==> config.mk <==
export PLATFORM = sky130hd
export DESIGN_NAME = serial_register_access_master_top
export DESIGN_NICKNAME = d
export VERILOG_FILES = /design/src/srm_pkg.sv /design/src/serial_register_access_master_top.sv /design/src/srm_front.sv /design/src/srm_queue.sv /design/src/srm_back.sv
export SDC_FILE = /design/constraint.sdc
export NUM_CORES = 1
export LEC_CHECK = 0
export ABC_AREA = 1
export ABC_CLOCK_PERIOD_IN_PS = 8600
export BUFFER_PORTS_ARGS = -buffer_cell sky130_fd_sc_hd__buf_2
export CAP_MARGIN = 0
export CORE_MARGIN = 4
export CORE_UTILIZATION = 32
export CTS_CLUSTER_DIAMETER = 60
export CTS_CLUSTER_SIZE = 40
export DETAILED_ROUTE_END_ITERATION = 10
export PLACE_DENSITY_LB_ADDON = 0.05
export SYNTH_ARGS = -nofsm -noshare
export SYNTH_HDL_FRONTEND = slang
export SYNTH_HIERARCHICAL = 1
export SYNTH_SLANG_ARGS = --single-unit
export TNS_END_PERCENT = 50
==> constraint.sdc <==
create_clock -name clk -period 8.6 [get_ports clk]
set_input_delay 0.86 -clock clk [delete_from_list [all_inputs] [get_ports clk]]
set_output_delay 0.86 -clock clk [all_outputs]
set_load 0.01 [all_outputs]
==> src/srm_pkg.sv <==
// Package for the serial register access master.
// Holds the item and result word types, the job type and the protocol codes.
// No dependencies.
package srm_pkg;

  // Input actions.
  localparam logic [1:0] ACT_START = 2'd0;
  localparam logic [1:0] ACT_WRITE = 2'd1;
  localparam logic [1:0] ACT_RX    = 2'd2;

  // Result kinds.
  localparam logic [1:0] KIND_TX     = 2'd0;
  localparam logic [1:0] KIND_DATA   = 2'd1;
  localparam logic [1:0] KIND_STATUS = 2'd2;

  // Transaction status codes.
  localparam logic [2:0] ST_BAD_HDR  = 3'd0;
  localparam logic [2:0] ST_WRITE_OK = 3'd1;
  localparam logic [2:0] ST_READ_OK  = 3'd2;
  localparam logic [2:0] ST_CHK_ERR  = 3'd3;
  localparam logic [2:0] ST_DEV_ERR  = 3'd4;

  // Link bytes.
  localparam logic [7:0] HDR_OK  = 8'hAA;
  localparam logic [7:0] HDR_ERR = 8'hA0;
  localparam int         WR_BIT  = 7;

  localparam int MAX_RES = 4;

  typedef struct packed {
    logic [1:0] action;
    logic [7:0] device_id;
    logic [7:0] reg_addr;
    logic [7:0] byte_count;
    logic [7:0] data_byte;
  } srm_in_t;

  typedef struct packed {
    logic [1:0] kind;
    logic [7:0] byte_value;
    logic [2:0] status;
    logic       last;
  } srm_out_t;

  // One result inside a job, before the last flag is attached.
  typedef struct packed {
    logic [1:0] kind;
    logic [7:0] byte_value;
    logic [2:0] status;
  } srm_ent_t;

  // All results caused by one input word.
  typedef struct packed {
    logic [1:0]                 last_idx;
    srm_ent_t [MAX_RES-1:0]     ent;
  } srm_job_t;

  function automatic srm_ent_t srm_mk_ent(logic [1:0] kind, logic [7:0] val,
                                          logic [2:0] st);
    srm_ent_t e;
    e.kind       = kind;
    e.byte_value = val;
    e.status     = st;
    return e;
  endfunction

endpackage

==> src/serial_register_access_master_top.sv <==
// Top level of the serial register access master.
// Depends on srm_pkg, srm_front, srm_queue and srm_back.
//
// Usage: the input channel (in_valid/in_ready/in_data) takes one word per
// request step: a start (header, device id, register address and, when no
// payload follows, the request checksum go out as transmit results), a write
// payload byte, or a byte received from the link. Words that do not fit the
// current transaction phase are dropped without any result.
// The result channel (out_valid/out_ready/out_data) gives transmit bytes,
// read data bytes and one status word per transaction; last marks the final
// result caused by each input word.
// An accepted word's job passes through the job queue and the sequencer's
// job register before its first result reaches the output register. The
// result sequencer emits one result per cycle while the receiver takes them,
// so a start word gives three or four results and every other word at most
// two; a good or error reply header that does not end the transaction, and
// any dropped word, give none at all. This output rate sets the pace.
// The front end accepts a word every cycle while the job queue (QDEPTH jobs)
// has room, and updates the transaction state at once.
// When the receiver stalls, the output register holds its result, the
// sequencer stops, the queue fills and then in_ready drops.
// Reset (rst_n low, synchronous) returns the phase to idle, clears the
// checksum, byte count and write flag, and empties queue and output.
module serial_register_access_master_top #(
  parameter int QDEPTH = 2
) (
  input  logic              clk,
  input  logic              rst_n,
  input  logic              in_valid,
  output logic              in_ready,
  input  srm_pkg::srm_in_t  in_data,
  output logic              out_valid,
  input  logic              out_ready,
  output srm_pkg::srm_out_t out_data
);
  import srm_pkg::*;

  srm_job_t job_w;
  srm_job_t q_data;
  logic     push;
  logic     pop;
  logic     q_full;
  logic     q_valid;

  // Front end: phase tracking and job building.
  srm_front u_front (
    .clk      (clk),
    .rst_n    (rst_n),
    .in_valid (in_valid),
    .in_data  (in_data),
    .in_ready (in_ready),
    .q_full   (q_full),
    .push     (push),
    .job      (job_w)
  );

  // Jobs wait here so that input and output stall independently.
  srm_queue #(
    .QDEPTH (QDEPTH)
  ) u_queue (
    .clk     (clk),
    .rst_n   (rst_n),
    .push    (push),
    .wdata   (job_w),
    .pop     (pop),
    .rdata   (q_data),
    .full    (q_full),
    .q_valid (q_valid)
  );

  // Back end: one result per cycle into the output register unless stalled.
  srm_back u_back (
    .clk       (clk),
    .rst_n     (rst_n),
    .q_valid   (q_valid),
    .q_data    (q_data),
    .pop       (pop),
    .out_valid (out_valid),
    .out_ready (out_ready),
    .out_data  (out_data)
  );

endmodule

==> src/srm_front.sv <==
// Front end of the serial register access master: transaction state and
// classification of each input word into a job of up to four results.
// Depends on srm_pkg.
module srm_front (
  input  logic              clk,
  input  logic              rst_n,
  input  logic              in_valid,
  input  srm_pkg::srm_in_t  in_data,
  output logic              in_ready,
  input  logic              q_full,
  output logic              push,
  output srm_pkg::srm_job_t job
);
  import srm_pkg::*;

  localparam logic [2:0] PH_IDLE    = 3'd0;
  localparam logic [2:0] PH_PAYLOAD = 3'd1;
  localparam logic [2:0] PH_HEADER  = 3'd2;
  localparam logic [2:0] PH_DATA    = 3'd3;
  localparam logic [2:0] PH_CHECK   = 3'd4;
  localparam logic [2:0] PH_ERRCODE = 3'd5;

  logic [2:0] phase_r, phase_nxt;
  logic [7:0] sum_r, sum_nxt;
  logic [7:0] left_r, left_nxt;
  logic       wr_r, wr_nxt;
  logic [2:0] n_res;
  logic [7:0] sum_hdr;
  logic [7:0] sum_pay;
  logic [7:0] left_dec;
  logic       fire;

  assign in_ready = !q_full;
  assign fire     = in_valid && in_ready;
  assign sum_hdr  = 8'(HDR_OK + in_data.device_id + in_data.reg_addr);
  assign sum_pay  = 8'(sum_r + in_data.data_byte);
  assign left_dec = 8'(left_r - 8'd1);

  always_comb begin
    phase_nxt = phase_r;
    sum_nxt   = sum_r;
    left_nxt  = left_r;
    wr_nxt    = wr_r;
    n_res     = 3'd0;
    job       = '0;
    case (in_data.action)
      ACT_START: begin
        if (phase_r == PH_IDLE) begin
          job.ent[0] = srm_mk_ent(KIND_TX, HDR_OK, ST_BAD_HDR);
          job.ent[1] = srm_mk_ent(KIND_TX, in_data.device_id, ST_BAD_HDR);
          job.ent[2] = srm_mk_ent(KIND_TX, in_data.reg_addr, ST_BAD_HDR);
          sum_nxt  = sum_hdr;
          wr_nxt   = in_data.reg_addr[WR_BIT];
          left_nxt = in_data.byte_count;
          if (in_data.reg_addr[WR_BIT] && in_data.byte_count != 8'd0) begin
            n_res     = 3'd3;
            phase_nxt = PH_PAYLOAD;
          end else begin
            job.ent[3] = srm_mk_ent(KIND_TX, sum_hdr, ST_BAD_HDR);
            n_res      = 3'd4;
            phase_nxt  = PH_HEADER;
          end
        end
      end
      ACT_WRITE: begin
        if (phase_r == PH_PAYLOAD) begin
          job.ent[0] = srm_mk_ent(KIND_TX, in_data.data_byte, ST_BAD_HDR);
          sum_nxt    = sum_pay;
          left_nxt   = left_dec;
          if (left_dec == 8'd0) begin
            job.ent[1] = srm_mk_ent(KIND_TX, sum_pay, ST_BAD_HDR);
            n_res      = 3'd2;
            phase_nxt  = PH_HEADER;
          end else begin
            n_res = 3'd1;
          end
        end
      end
      ACT_RX: begin
        case (phase_r)
          PH_HEADER: begin
            if (in_data.data_byte == HDR_OK) begin
              if (wr_r) begin
                job.ent[0] = srm_mk_ent(KIND_STATUS, 8'd0, ST_WRITE_OK);
                n_res      = 3'd1;
                phase_nxt  = PH_IDLE;
              end else begin
                sum_nxt   = HDR_OK;
                phase_nxt = (left_r == 8'd0) ? PH_CHECK : PH_DATA;
              end
            end else if (in_data.data_byte == HDR_ERR) begin
              phase_nxt = PH_ERRCODE;
            end else begin
              job.ent[0] = srm_mk_ent(KIND_STATUS, 8'd0, ST_BAD_HDR);
              n_res      = 3'd1;
              phase_nxt  = PH_IDLE;
            end
          end
          PH_DATA: begin
            job.ent[0] = srm_mk_ent(KIND_DATA, in_data.data_byte, ST_BAD_HDR);
            n_res      = 3'd1;
            sum_nxt    = sum_pay;
            left_nxt   = left_dec;
            if (left_dec == 8'd0) begin
              phase_nxt = PH_CHECK;
            end
          end
          PH_CHECK: begin
            job.ent[0] = srm_mk_ent(KIND_STATUS, 8'd0,
                           (in_data.data_byte == sum_r) ? ST_READ_OK : ST_CHK_ERR);
            n_res      = 3'd1;
            phase_nxt  = PH_IDLE;
          end
          PH_ERRCODE: begin
            job.ent[0] = srm_mk_ent(KIND_STATUS, in_data.data_byte, ST_DEV_ERR);
            n_res      = 3'd1;
            phase_nxt  = PH_IDLE;
          end
          default: begin
          end
        endcase
      end
      default: begin
      end
    endcase
    job.last_idx = 2'(n_res - 3'd1);
  end

  assign push = fire && (n_res != 3'd0);

  always_ff @(posedge clk) begin
    if (!rst_n) begin
      phase_r <= PH_IDLE;
      sum_r   <= 8'd0;
      left_r  <= 8'd0;
      wr_r    <= 1'b0;
    end else if (fire) begin
      phase_r <= phase_nxt;
      sum_r   <= sum_nxt;
      left_r  <= left_nxt;
      wr_r    <= wr_nxt;
    end
  end

`ifndef SYNTHESIS
  a_payload_due: assert property (@(posedge clk) disable iff (!rst_n)
    phase_r == PH_PAYLOAD |-> wr_r && left_r != 8'd0)
    else $error("payload phase without a pending write byte");
  a_data_is_read: assert property (@(posedge clk) disable iff (!rst_n)
    phase_r == PH_DATA |-> !wr_r && left_r != 8'd0)
    else $error("read data phase on a write or with no bytes left");
  a_idle_start: assert property (@(posedge clk) disable iff (!rst_n)
    fire && phase_r == PH_IDLE && in_data.action == ACT_START |-> push && n_res >= 3'd3)
    else $error("start word in idle produced too few transmit bytes");
`endif

endmodule

==> src/srm_queue.sv <==
// Short job queue between the front end and the result sequencer.
// Depends on srm_pkg.
module srm_queue #(
  parameter int QDEPTH = 2
) (
  input  logic              clk,
  input  logic              rst_n,
  input  logic              push,
  input  srm_pkg::srm_job_t wdata,
  input  logic              pop,
  output srm_pkg::srm_job_t rdata,
  output logic              full,
  output logic              q_valid
);
  import srm_pkg::*;

  localparam int PW = $clog2(QDEPTH);
  localparam int CW = $clog2(QDEPTH + 1);

  srm_job_t        mem [QDEPTH];
  logic [PW-1:0]   wr_ptr_r, rd_ptr_r;
  logic [CW-1:0]   cnt_r;
  logic            do_pop;

  assign full    = cnt_r == CW'(QDEPTH);
  assign q_valid = cnt_r != '0;
  assign rdata   = mem[rd_ptr_r];
  assign do_pop  = pop && q_valid;

  always_ff @(posedge clk) begin
    if (push) begin
      mem[wr_ptr_r] <= wdata;
    end
  end

  always_ff @(posedge clk) begin
    if (!rst_n) begin
      wr_ptr_r <= '0;
      rd_ptr_r <= '0;
      cnt_r    <= '0;
    end else begin
      if (push) begin
        wr_ptr_r <= (wr_ptr_r == PW'(QDEPTH - 1)) ? '0 : PW'(wr_ptr_r + 1'b1);
      end
      if (do_pop) begin
        rd_ptr_r <= (rd_ptr_r == PW'(QDEPTH - 1)) ? '0 : PW'(rd_ptr_r + 1'b1);
      end
      if (push && !do_pop) begin
        cnt_r <= CW'(cnt_r + 1'b1);
      end else if (do_pop && !push) begin
        cnt_r <= CW'(cnt_r - 1'b1);
      end
    end
  end

`ifndef SYNTHESIS
  a_no_overflow: assert property (@(posedge clk) disable iff (!rst_n)
    push |-> !full || do_pop)
    else $error("job pushed into a full queue");
  a_ptr_empty: assert property (@(posedge clk) disable iff (!rst_n)
    cnt_r == '0 |-> wr_ptr_r == rd_ptr_r)
    else $error("queue empty with pointers apart");
  a_cnt_range: assert property (@(posedge clk) disable iff (!rst_n)
    cnt_r <= CW'(QDEPTH))
    else $error("queue count beyond depth");
`endif

endmodule

==> src/srm_back.sv <==
// Result sequencer: emits the results of each queued job one per cycle
// while not stalled into the output register, marking the final one.
// Depends on srm_pkg.
module srm_back (
  input  logic              clk,
  input  logic              rst_n,
  input  logic              q_valid,
  input  srm_pkg::srm_job_t q_data,
  output logic              pop,
  output logic              out_valid,
  input  logic              out_ready,
  output srm_pkg::srm_out_t out_data
);
  import srm_pkg::*;

  srm_job_t   cur_r;
  logic [1:0] idx_r;
  logic       busy_r;
  srm_out_t   out_r;
  logic       out_valid_r;
  logic       adv;
  logic       at_last;
  srm_ent_t   sel;

  assign adv     = !out_valid_r || out_ready;
  assign at_last = idx_r == cur_r.last_idx;
  assign sel     = cur_r.ent[idx_r];
  assign pop     = q_valid && (!busy_r || (adv && at_last));

  assign out_valid = out_valid_r;
  assign out_data  = out_r;

  always_ff @(posedge clk) begin
    if (pop) begin
      cur_r <= q_data;
    end
    if (adv && busy_r) begin
      out_r.kind       <= sel.kind;
      out_r.byte_value <= sel.byte_value;
      out_r.status     <= sel.status;
      out_r.last       <= at_last;
    end
  end

  always_ff @(posedge clk) begin
    if (!rst_n) begin
      busy_r      <= 1'b0;
      idx_r       <= 2'd0;
      out_valid_r <= 1'b0;
    end else begin
      if (adv) begin
        out_valid_r <= busy_r;
        if (busy_r) begin
          if (at_last) begin
            busy_r <= 1'b0;
          end else begin
            idx_r <= 2'(idx_r + 2'd1);
          end
        end
      end
      if (pop) begin
        busy_r <= 1'b1;
        idx_r  <= 2'd0;
      end
    end
  end

endmodule

# --- Word-level counts from Yosys, hierarchy flattened ---
# Memory sizes are Yosys's and may differ from the RTL's. A register that Yosys moved wholly into a read port is not among the register bits.
# Cells that the tools add are included.
op_classes:
  add_sub_neg: 10
  magnitude_cmp: 1
  eq_ne: 21
  mux: 54
  n_bitwise: 2
  reduce_logical: 34
op_table:
  columns: ["cell", "count"]
  rows:
  - ["$mux 8", 7]
  - ["$mux 13", 4]
  - ["$mux 26", 2]
  - ["$mux 52", 1]
  - ["$pmux 13 s4", 1]
  - ["$pmux 8 s3", 2]
  - ["$pmux 13 s3", 1]
  - ["$mux 3", 11]
  - ["$pmux 3 s3", 3]
  - ["$bmux 13 s2", 1]
  - ["$pmux 13 s2", 1]
  - ["$mux 11", 2]
  - ["$add 8x8->8", 2]
  - ["$eq 8x8->1 const B", 2]
  - ["$logic_not 8->1", 2]
  - ["$pmux 8 s2", 1]
  - ["$reduce_and 7->1", 2]
  - ["$mux 1", 11]
  - ["$mux 2", 5]
  - ["$logic_and 1x1->1", 9]
  - ["$add 8x8->8 const A", 1]
  - ["$eq 8x8->1", 1]
  - ["$reduce_bool 8->1", 1]
  - ["$sub 8x1->8 const B", 1]
  - ["other kinds (27)", 48]
word_totals:
  ff_bits: 42
  ram_bits: 108
  inputBits: 38
  output_inout_bits: 16
  elab_cells: 137
  mem_count: 1
memory_table:
  columns: ["name", "words", "width", "read_ports", "rd_ports_with_merged_regs", "wr", "line", "rtl"]
  rows:
  - ["u_queue.mem", 2, 54, 1, 1, 1, "srm_queue.sv:20", "srm_job_t mem [QDEPTH];"]

# --- Depth between registers and ports, before layout ---
# Gate-level depths: netlist of run 1.
depth:
  ltp_word: 11
  depth_mapped: 19
  depth_no_buf: 19

# --- Modules after synthesis ---
# Netlist of run 1, hierarchy kept.
modules_own_cells:
  columns: ["module", "instances", "cells_each", "area_each_um2", "seq_area_each_um2"]
  rows:
  - ["srm_queue", 1, 204, 4385.5, 3343.2]
  - ["srm_front", 1, 488, 2826.5, 400.4]
  - ["srm_back", 1, 181, 2687.6, 2122.0]

# --- Least setup slack after synthesis of run 1 ---
# OpenSTA, ideal clock, no wires.
synth_timing:
  path_kind: "in2reg"
  from: "input in_data[32] (netlist bit)"
  to: "memory u_queue/mem[0][0] (netlist bit) (enable)"
  setup_time_ps: 466
  arrival_time_ps: 4578
  required_time_ps: 8134
  setup_slack_ps: 3556
  path_stages: 11
  path_buffers: 0
  cell_sequence: "inv_1 -> ha_1 -> inv_1 -> nor2_2 -> inv_2 -> nor3_1 -> o21ai_0 -> ha_1 -> a21oi_1 -> inv_1 -> nor2_1"
synth_via:
  elab_chain_len: 6
  word_cells_on_any_way: 8
  cone_classes: "eq/ne: 2; mux: 3; reduce/logical: 3"
synth_rtl:
  columns: ["element", "line", "rtl"]
  rows:
  - ["from (decl)", "serial_register_access_master_top.sv:31", "input srm_pkg::srm_in_t in_data,"]
  - ["$eq 2x2->1, or another cell as far along", "srm_front.sv:46", "case (in_data.action)"]
  - ["$pmux 3 s3 *", "srm_front.sv:46", null]
  - ["$reduce_bool 3->1 *", "srm_front.sv:129", "assign push = fire && (n_res != 3'd0);"]
  - ["$logic_and 1x1->1 *", "srm_front.sv:129", null]
  - ["via push", "serial_register_access_master_top.sv:40", "logic push;"]
  - ["$mux 1 *", "srm_queue.sv:31", "if (push) begin"]
  - ["$mux 1 (implied by the code) *", "srm_queue.sv:32", "mem[wr_ptr_r] <= wdata;"]
  - ["to (decl)", "srm_queue.sv:20", null]
# The timed path passes the listed nets; every way through them passes the cells marked *.

# --- Worst setup path after layout of run 1 ---
layout_timing:
  from: "register u_front.left_r[0]"
  to: "memory u_queue/mem[0][39] (netlist bit) (enable)"
layout_via:
  elab_chain_len: 9
layout_rtl:
  columns: ["element", "line", "rtl"]
  rows:
  - ["from (decl)", "srm_front.sv:25", "logic [7:0] left_r, left_nxt;"]
  - ["from (signal assigned)", "srm_front.sv:140", "left_r <= left_nxt;"]
  - ["$sub 8x1->8", "srm_front.sv:37", "assign left_dec = 8'(left_r - 8'd1);"]
  - ["$logic_not 8->1", "srm_front.sv:70", "if (left_dec == 8'd0) begin"]
  - ["$mux 2", "srm_front.sv:70", null]
  - ["$mux 2", "srm_front.sv:66", "if (phase_r == PH_PAYLOAD) begin"]
  - ["$pmux 3 s3", "srm_front.sv:46", null]
  - ["$reduce_bool 3->1", "srm_front.sv:129", null]
  - ["$logic_and 1x1->1", "srm_front.sv:129", null]
  - ["via push", "serial_register_access_master_top.sv:40", null]
  - ["$mux 1", "srm_queue.sv:31", null]
  - ["$mux 1 (implied by the code)", "srm_queue.sv:32", null]
# The timed path passes the listed nets, and every way through them passes these cells.

==> run metrics, run 1 <==
CTS sink cnt 205; crit share post-route 46.3%; Crit Path Max Fanout 32; Antenna Cells 0; Final WS setup 4.62 ns; simple-gate portion of the synthesized area 14.0%; Slew HR 30.6%; Starting Density 32.4%; antenna violations before repair 0; Max VDD drop 0.150 mV; critical path class register to register; Placed Area 10400 um^2; Clock Root Buffer clkbuf_16; CTS Buf Count 24; Setup crit end kind register; Max Cap Violations 0; largest net degree at the start of global routing 56; Synth Area in Compound Gates 6.36%; Hold Path Class register to register; r2r startpoint u_front/left_r[0]; Ports 54; DRT iter0 DRCs 256; critical path data arrival time 4.14 ns; antenna viol nets, final 0; Cell variety after synth 41; Post-synth top cells 176 x edfxtp_1, 132 x nand2_1, 105 x nor2_1, 86 x inv_1, 51 x o21ai_0; CTS Hold Bufs 0; status finished clean; hold path depth 2; leading area contributor after synthesis edfxtp_1; later-pin clock latency in the skew report 0.52 ns; clock slew seen by the registers of the worst setup and hold paths 0.06 ns; core area 30600 um^2; total negative slack 0 ns; Vias/cell 4.58; RD Place Congestion 0.815; final wirelength 23100 um; Warnings, synthesis 6; PD cells 257 nW/um^2; Worst Path Required 8.76 ns; # port buffers 53; worst slew pin tran 1.04 ns; Total GRT Usage 13.9%; Max Slew Vio Count 0; fin area 11300 um^2; crit path launch type register; row count 64; Post-synth EDFFs 176; R2R setup slack 4.62 ns; Hold EP u_front/sum_r[0]; largest family of logic cells by synthesized area simple AND/OR/NAND/NOR gates; TritonCTS clock tree done; final hold slack 0.494 ns; cells after synthesis 873; min Tclk post-route 3.98 ns; Avg Synthesized Cell Area 11.3 um^2; reg2reg end u_queue/mem[0][39]; HPWL Detailed 16300 um; first-pass GRT wire length 36400 um; vias in the first global route 6131; Die Ht 184 um; nets 1008; # setup viols final 0; post-synthesis mux area share 8.04%; Most used DFF post-synth edfxtp_1; count leader, synth edfxtp_1; WL/cell 17.1 um; setup bufs post-CTS 0; residual DRC count 0; Synth top area share 53.4%; Hold Fails Final Rpt 0; Leak 4.53 nW; RSZ-0062 raised after global routing no; Yosys reg bits 205; Fmax 0.251 GHz; Worst Skew 0.0172 ns; post-synthesis adder-cell area fraction 4.45%; sequential-to-total area share from yosys stat 59.3%; fillers 3061; Hold Crit Start u_front/sum_r[0]; mapped cell area 9900 um^2; ratio of cells with drive above 1 in the final layout 20.1%; CTS max path bufs 3; Post-CTS Resized 0; die width 184 um; Place WS 4.22 ns; Finished Layout Cells 1350; htree depth 1; top cells by area, synth edfxtp_1 53%, mux2_4 7.6%, dfxtp_1 5.9%; Die Area 33800 um^2; drt first pass iters 5; via count 6187; Overflow after GRT 0; Layout Area Growth over Synthesis 14.4%; FFs w/ async S/R, synth 0%; xor/xnor cell area share of the yosys netlist 0.961%; FF-to-FF path depth 13; placed instance count 1306
[flip-flops by register name, summed over array words and instances (netlist names), named ones only]
register / flops
u_queue/mem: 108
u_back/cur_r: 54
u_back/out_data: 14
u_front/left_r: 8
u_front/sum_r: 8
u_front/phase_r: 3
u_back/idx_r: 2
u_queue/cnt_r: 2
u_back/busy_r: 1
u_back/out_valid: 1
u_front/wr_r: 1
u_queue/rd_ptr_r: 1
u_queue/wr_ptr_r: 1
[power breakdown]
group | switching, mW | internal, mW | leakage [nW] | total, mW
clock network | 0.451 | 0.645 | 0.416 | 1.10
logic | 0.342 | 0.186 | 2.25 | 0.529
registers | 0.0395 | 1.25 | 1.86 | 1.29
total | 0.833 | 2.08 | 4.53 | 2.91
[cells in the final DEF (no fill, tap or decap), types with 8 or more instances in the layout]
cell and instances:
inv_1 84, conb_1 15, dfxtp_1 28, clkbuf_16 25, o21ai_0 51, ha_1 32
nand2_1 132, o22ai_1 15, nand4_1 11, nor2_1 104, a21oi_1 37, buf_2 53
nand3_1 43, nand2_2 9, mux2_4 50, edfxtp_1 176, buf_4 8
[cells by family after synthesis]
family	Yosys count
and+or+nand+nor	322
DFF	205
buffers and inverters	130
AOI/OAI and AO/OA	117
muxes	54
adders and majority gates	34
xor gates and xnor gates	10
other	1
[stage by stage]
| stage | power [mW] | utilization (%) |
|---|---|---|
| global route | 3.08 | 37.0 |
| CTS | 2.97 | 37.0 |
| floorplan | 1.70 | - |
| finish | 2.91 | 37.0 |
| detailed placement | 1.85 | 34.1 |
| global placement | 1.86 | 34.1 |
[worst max-delay path by stage]
stage,from,end,depth (start not counted)
2_1_floorplan,in_data[32],u_queue/mem[0][0],11
3_3_place_gp,in_data[32],u_queue/mem[0][53],13
3_5_place_dp,in_data[32],u_queue/mem[0][23],13
4_1_cts,u_front/left_r[0],u_queue/mem[0][11],13
5_1_grt,u_front/left_r[0],u_queue/mem[0][25],13
6_report,u_front/left_r[0],u_queue/mem[0][39],13
[layout make-up]
| cell class | instances | area (um^2) | area share, % |
|---|---|---|---|
| inverters | 92 | 348 | 3.07 |
| flip-flops and latches | 205 | 5870 | 51.8 |
| clock inverters | 19 | 260 | 2.30 |
| well taps | 396 | 495 | 4.37 |
| clock buffers | 25 | 626 | 5.52 |
| multi-input cells | 552 | 3410 | 30.1 |
| repair buffers | 61 | 325 | 2.87 |
[critical path, stage by stage (launching register included)]
cell and delay [ns]:
dfxtp_1 0.35, inv_1 0.11, ha_1 0.29, xnor2_1 0.20, nand3_1 0.10, nor2_1 0.22
nand4_1 0.26, inv_1 0.22, o21ai_0 0.11, ha_1 0.21, a21oi_1 0.29, inv_1 0.12
nor2_4 0.58, buf_4 0.53
[layer usage]
metal | GRT usage [%] | vias to the layer above | part of all wire, %
met5 | 0 | - | 0
met4 | 3.70 | 0 | 2.6
met3 | 2.10 | 36 | 3.9
met2 | 22.5 | 100 | 46
met1 | 19.5 | 2937 | 47
li1 | - | 3114 | -
(Power assumes the default switching activity.)
==> inputs of run 2 (changes only) <==
ABC_CLOCK_PERIOD_IN_PS = 3300   (was 8600)
clock period = 3.3 ns   (was 8.6 ns; I/O delays follow)
==> run 2 against run 1 <==
  * Non-clock buffer count increased by 13
  * Design area increased by 0.33%
  * Clock-buffer cell count decreased by 1
  * Via count is 0.65% lower
  * Clock skew rose by 0.0065 ns
  * Critical path type unchanged
  * Critical endpoint is now u_queue/mem[0][26]
  * Highest routed layer unchanged
==> run metrics, run 2 (synthesis results as in run 1) <==
crit path launch type register; # port buffers 53 (unchanged); htree depth 1 (unchanged); Die Ht 184 um (unchanged); antenna violations before repair 0 (unchanged); Antenna Cells 0 (unchanged); vias in the first global route 6102 (-0.47%); Setup crit end kind register; Post-CTS Resized 0 (unchanged); Slew HR 44.4% (+14 points); TritonCTS clock tree done; placed instance count 1319 (+1.0%); Crit Path Max Fanout 54 (+69%); residual DRC count 0 (unchanged); PD cells 646 nW/um^2 (+150%); min Tclk post-route 2.92 ns (-1.06 ns); drt first pass iters 4 (-1); CTS sink cnt 205 (unchanged); Final WS setup 0.382 ns (-4.24 ns); Max Slew Vio Count 0 (unchanged); final wirelength 23200 um (+0.29%); Largest Register u_queue/mem; nets 1020 (+1.2%); status finished clean; die width 184 um (unchanged); first-pass GRT wire length 35700 um (-1.8%); Overflow after GRT 0 (unchanged); worst slew pin tran 0.834 ns (-0.206 ns); Worst Path Required 3.49 ns (-5.27 ns); DRT iter0 DRCs 304 (+19%); Ports 54 (unchanged); WL/cell 17.1 um (-0.53%); CTS Hold Bufs 0 (unchanged); HPWL Detailed 16800 um (+2.8%); Starting Density 32.4% (unchanged); Vias/cell 4.52 (-1.4%); commonest non-fill, non-tap cell in the layout edfxtp_1; CTS Buf Count 23 (-4.2%); critical path class register to register; Hold Path Class input port to register; Leak 4.56 nW (+0.78%); # setup viols final 0 (unchanged); setup bufs post-CTS 0 (unchanged); core area 30600 um^2 (unchanged); Place WS 0.288 ns (-3.93 ns); antenna viol nets, final 0 (unchanged); commonest cells after routing, fill and taps aside 176 x edfxtp_1, 132 x nand2_1, 104 x nor2_1; Worst Skew 0.0237 ns (+0.00647 ns); CTS max path bufs 3 (unchanged); later-pin clock latency in the skew report 0.53 ns (about the same); via count 6147 (-0.65%); largest net degree at the start of global routing 55 (-1.8%); post-layout util 37.2% (+0.12 points); RSZ-0062 raised after global routing no; Hold Fails Final Rpt 0 (unchanged); crit share post-route 88.4% (+42 points); Die Area 33800 um^2 (unchanged); Max Cap Violations 0 (unchanged); clock slew seen by the registers of the worst setup and hold paths 0.06 ns (about the same); ratio of cells with drive above 1 in the final layout 20.7% (+0.60 points); Layout Area Growth over Synthesis 14.8%; row count 64 (unchanged); final hold slack 0.0775 ns (-0.417 ns); Max VDD drop 0.448 mV (+200%); Clock Root Buffer clkbuf_16; max reg flops 108 (unchanged); critical path data arrival time 3.11 ns (-1.03 ns); RD Place Congestion 0.841 (+3.1%); Fmax 0.343 GHz (+36%); Total GRT Usage 13.7% (-0.19 points); Finished Layout Cells 1361 (+0.81%)
==> run 2: cell count changes in the layout (fill, tap and decap cells not counted), moves of 2 or more <==
cell and delta:
clkinvlp_4 -2, clkinv_1 +2, buf_12 +3, bufinv_16 -2
clkbuf_16 -2, buf_4 +10, inv_8 +3, inv_6 -2
==> run 2: power by group <==
group | internal, mW | switching (mW) | total, mW
Combinational | 0.500 | 0.855 | 1.35
Sequential | 3.25 | 0.144 | 3.39
Clock | 1.43 | 1.16 | 2.59
==> run 2: per-stage QoR <==
stage | instance area [um^2] | TNS [ns] | power, mW
after floorplan | 9960 | -7.86 | 4.43
final | 11400 | 0 | 7.34
after global routing | 11400 | 0 | 7.77
after detailed placement | 10600 | 0 | 4.85
after global placement | 10600 | 0 | 4.86
after CTS | 11400 | 0 | 7.50
==> run 2: layout make-up <==
type | count | area [um^2]
clock buffers | 24 | 579
clock inverters | 18 | 209
fillers | 3097 | 19200
inverters | 92 | 348
multi-input cells | 552 | 3410
flip-flops and latches | 205 | 5870
well taps | 396 | 495
repair buffers | 74 | 460
==> run 2: path summary, 6_finish.rpt <==
kind,from,to,slack (ns),cells past startpoint
setup / recovery,u_front/left_r[0],u_queue/mem[0][26],0.38,13
hold / removal,in_data[9],u_front/left_r[1],0.08,3
setup reg to reg,u_front/left_r[0],u_queue/mem[0][26],0.38,13
hold reg to reg,u_front/sum_r[2],u_front/sum_r[2],0.48,2
==> run 2: critical path, stage by stage (launching register included) <==
cell and delay, ns:
dfxtp_1 0.35, inv_1 0.11, ha_1 0.29, xnor2_1 0.20, nand3_1 0.10, nor2_1 0.15, nand4_1 0.14, inv_1 0.09
o21ai_0 0.08, ha_1 0.21, a21oi_1 0.29, inv_1 0.12, nor2_4 0.11, buf_12 0.29
==> run 2: per-layer routing <==
metal / up-vias / wire [um] / global-route usage, %
met5: - / 0 / 0
met4: 0 / 418 / 2.81
met3: 26 / 832 / 2.24
met2: 95 / 10800 / 22.4
met1: 2896 / 11100 / 19.3
li1: 3130 / - / -
==> inputs of run 3 (changes only) <==
ABC_CLOCK_PERIOD_IN_PS = 3600   (was 3300)
PLACE_DENSITY = 0.57   (was default)
PLACE_DENSITY_LB_ADDON = default   (was 0.05)
clock period = 3.6 ns   (was 3.3 ns; I/O delays follow)
==> run 3 against run 2 <==
  * Utilization decreased by 0.56 points
  * Worst setup slack got worse by 0.019 ns
  * Via count decreased by 0.15%
  * Fmax decreased by 9.8%
  * Power decreased by 11%
  * Routed wire length decreased by 11%
  * Worst hold slack improved by 0.067 ns
  * Sequential power decreased by 8.0%
  * Sequential cell count unchanged
  * Critical endpoint is now u_queue/mem[0][0]
==> run metrics, run 3 (synthesis results as in run 1) <==
Max Cap Violations 0 (unchanged); crit path launch type register; core area 30600 um^2 (unchanged); Max VDD drop 0.297 mV (-34%); nets 1004 (-1.6%); final wirelength 20800 um (-11%); critical path class register to register; # port buffers 53 (unchanged); PD cells 584 nW/um^2 (-9.6%); Total GRT Usage 12.1% (-1.6 points); antenna viol nets, final 0 (unchanged); TritonCTS clock tree done; row count 64 (unchanged); Leak 4.46 nW (-2.2%); later-pin clock latency in the skew report 0.51 ns (-0.02 ns); Overflow after GRT 0 (unchanged); min Tclk post-route 3.24 ns (+0.319 ns); RD Place Congestion 0.910 (+8.2%); clock slew seen by the registers of the worst setup and hold paths 0.07 ns (about the same); antenna violations before repair 0 (unchanged); Slowest Stage Delay on Critical Path 0.36 ns (about the same); status finished clean; Finished Layout Cells 1342 (-1.4%); vias in the first global route 5937 (-2.7%); final hold slack 0.144 ns (+0.0668 ns); Max Slew Vio Count 0 (unchanged); Antenna Cells 0 (unchanged); total negative slack 0 ns (unchanged); CTS sink cnt 205 (unchanged); crit share post-route 89.9% (+1.5 points); CTS Hold Bufs 0 (unchanged); HPWL Detailed 14700 um (-12%); Placed Area 10500 um^2 (-1.0%); Starting Density 32.4% (unchanged); Worst path most repeated cell inv_1; critical path data arrival time 3.42 ns (+0.31 ns); residual DRC count 0 (unchanged); Worst Path Required 3.78 ns (+0.29 ns); CTS max path bufs 3 (unchanged); Largest Register u_queue/mem; first-pass GRT wire length 32600 um (-8.6%); Hold Path Class input port to register; RSZ-0062 raised after global routing no; fin area 11200 um^2 (-1.5%); Slew HR 31.6% (-13 points); WL/cell 15.5 um (-9.2%); Worst Skew 0.0260 ns (+0.00232 ns); Crit-path slowest cell dfxtp_1; Post-CTS Resized 0 (unchanged); fillers 3038 (-1.9%); Setup crit end kind register; commonest cells after routing, fill and taps aside 176 x edfxtp_1, 132 x nand2_1, 104 x nor2_1; Vias/cell 4.57 (+1.3%); crit-path cells inv_1 -> ha_1 -> xnor2_1 -> nand3_1 -> nor2_1 -> nand4_1 -> inv_1 -> o21ai_0 -> ha_1 -> a21oi_1 -> inv_1 -> nor2_4 -> buf_12; Fmax 0.309 GHz (-9.8%); Die Area 33800 um^2 (unchanged); ratio of cells with drive above 1 in the final layout 19.5% (-1.3 points); CTS Buf Count 20 (-13%); R2R setup slack 0.36 ns (-0.02 ns); drt first pass iters 4 (unchanged); die width 184 um (unchanged); Layout Area Growth over Synthesis 13.1%; # setup viols final 0 (unchanged); max reg flops 108 (unchanged); setup bufs post-CTS 0 (unchanged); total power draw 6.53 mW (-11%); Hold Fails Final Rpt 0 (unchanged); commonest non-fill, non-tap cell in the layout edfxtp_1; Ports 54 (unchanged); htree depth 1 (unchanged); Clock Root Buffer clkbuf_16; Die Ht 184 um (unchanged); via count 6138 (-0.15%); worst slew pin tran 1.03 ns (+0.192 ns); DRT iter0 DRCs 502 (+65%); Crit Path Max Fanout 54 (unchanged); placed instance count 1306 (-0.99%); largest net degree at the start of global routing 55 (unchanged)
-- run 3: cell types whose count changed in the layout (fill, tap and decap cells not counted) --
cell	delta
clkbuf_16	-3
buf_12	-1
clkinv_8	+3
inv_8	-3
clkinvlp_4	-1
buf_4	-12
inv_12	+1
clkinv_1	-3
-- run 3: path summary, 6_finish.rpt --
path,startpoint,endpoint,depth (start not counted)
worst max-delay path,u_front/left_r[0],u_queue/mem[0][0],13
worst min-delay path,in_data[9],u_front/left_r[1],3
worst max register to register,u_front/left_r[0],u_queue/mem[0][0],13
worst min register to register,u_front/sum_r[2],u_front/sum_r[2],2
-- run 3: cell type report --
| cell class | instances | area (um^2) | area share, % |
|---|---|---|---|
| flip-flops and latches | 205 | 5870 | 52.4 |
| well taps | 396 | 495 | 4.43 |
| multi-input cells | 552 | 3410 | 30.4 |
| clock inverters | 15 | 221 | 1.98 |
| inverters | 92 | 348 | 3.11 |
| repair buffers | 61 | 350 | 3.13 |
| clock buffers | 21 | 504 | 4.50 |
-- run 3: power by group --
part	internal [mW]	leakage [nW]	switching, mW	total (mW)
combinational	0.443	2.26	0.751	1.19
sequential	2.98	1.86	0.143	3.12
clock	1.18	0.346	1.04	2.22
total	4.60	4.46	1.93	6.53
-- run 3: critical path: cells and delay by family, from the launching register on --
family,cells,cell delay (ns)
AO/OA/AOI/OAI,2,0.42
XOR/XNOR,1,0.21
adder cells (fa/ha/maj),2,0.49
buffers and inverters,4,0.77
flip-flops,1,0.36
AND/OR/NAND/NOR,4,0.64
-- run 3: metrics by stage --
step                worst slack [ns]  util [%]
floorplan                      0.154         -
global placement               0.481      34.2
detailed placement             0.374      34.2
CTS                            0.368      36.6
global route                  0.0214      36.6
finish                         0.364      36.6
-- run 3: metal layers --
layer	up-vias	track usage [%]	wire length [um]
met5	-	0	0
met4	0	2.54	406
met2	117	19.8	9680
met3	33	2.06	879
met1	2887	17.0	9810
li1	3101	-	-
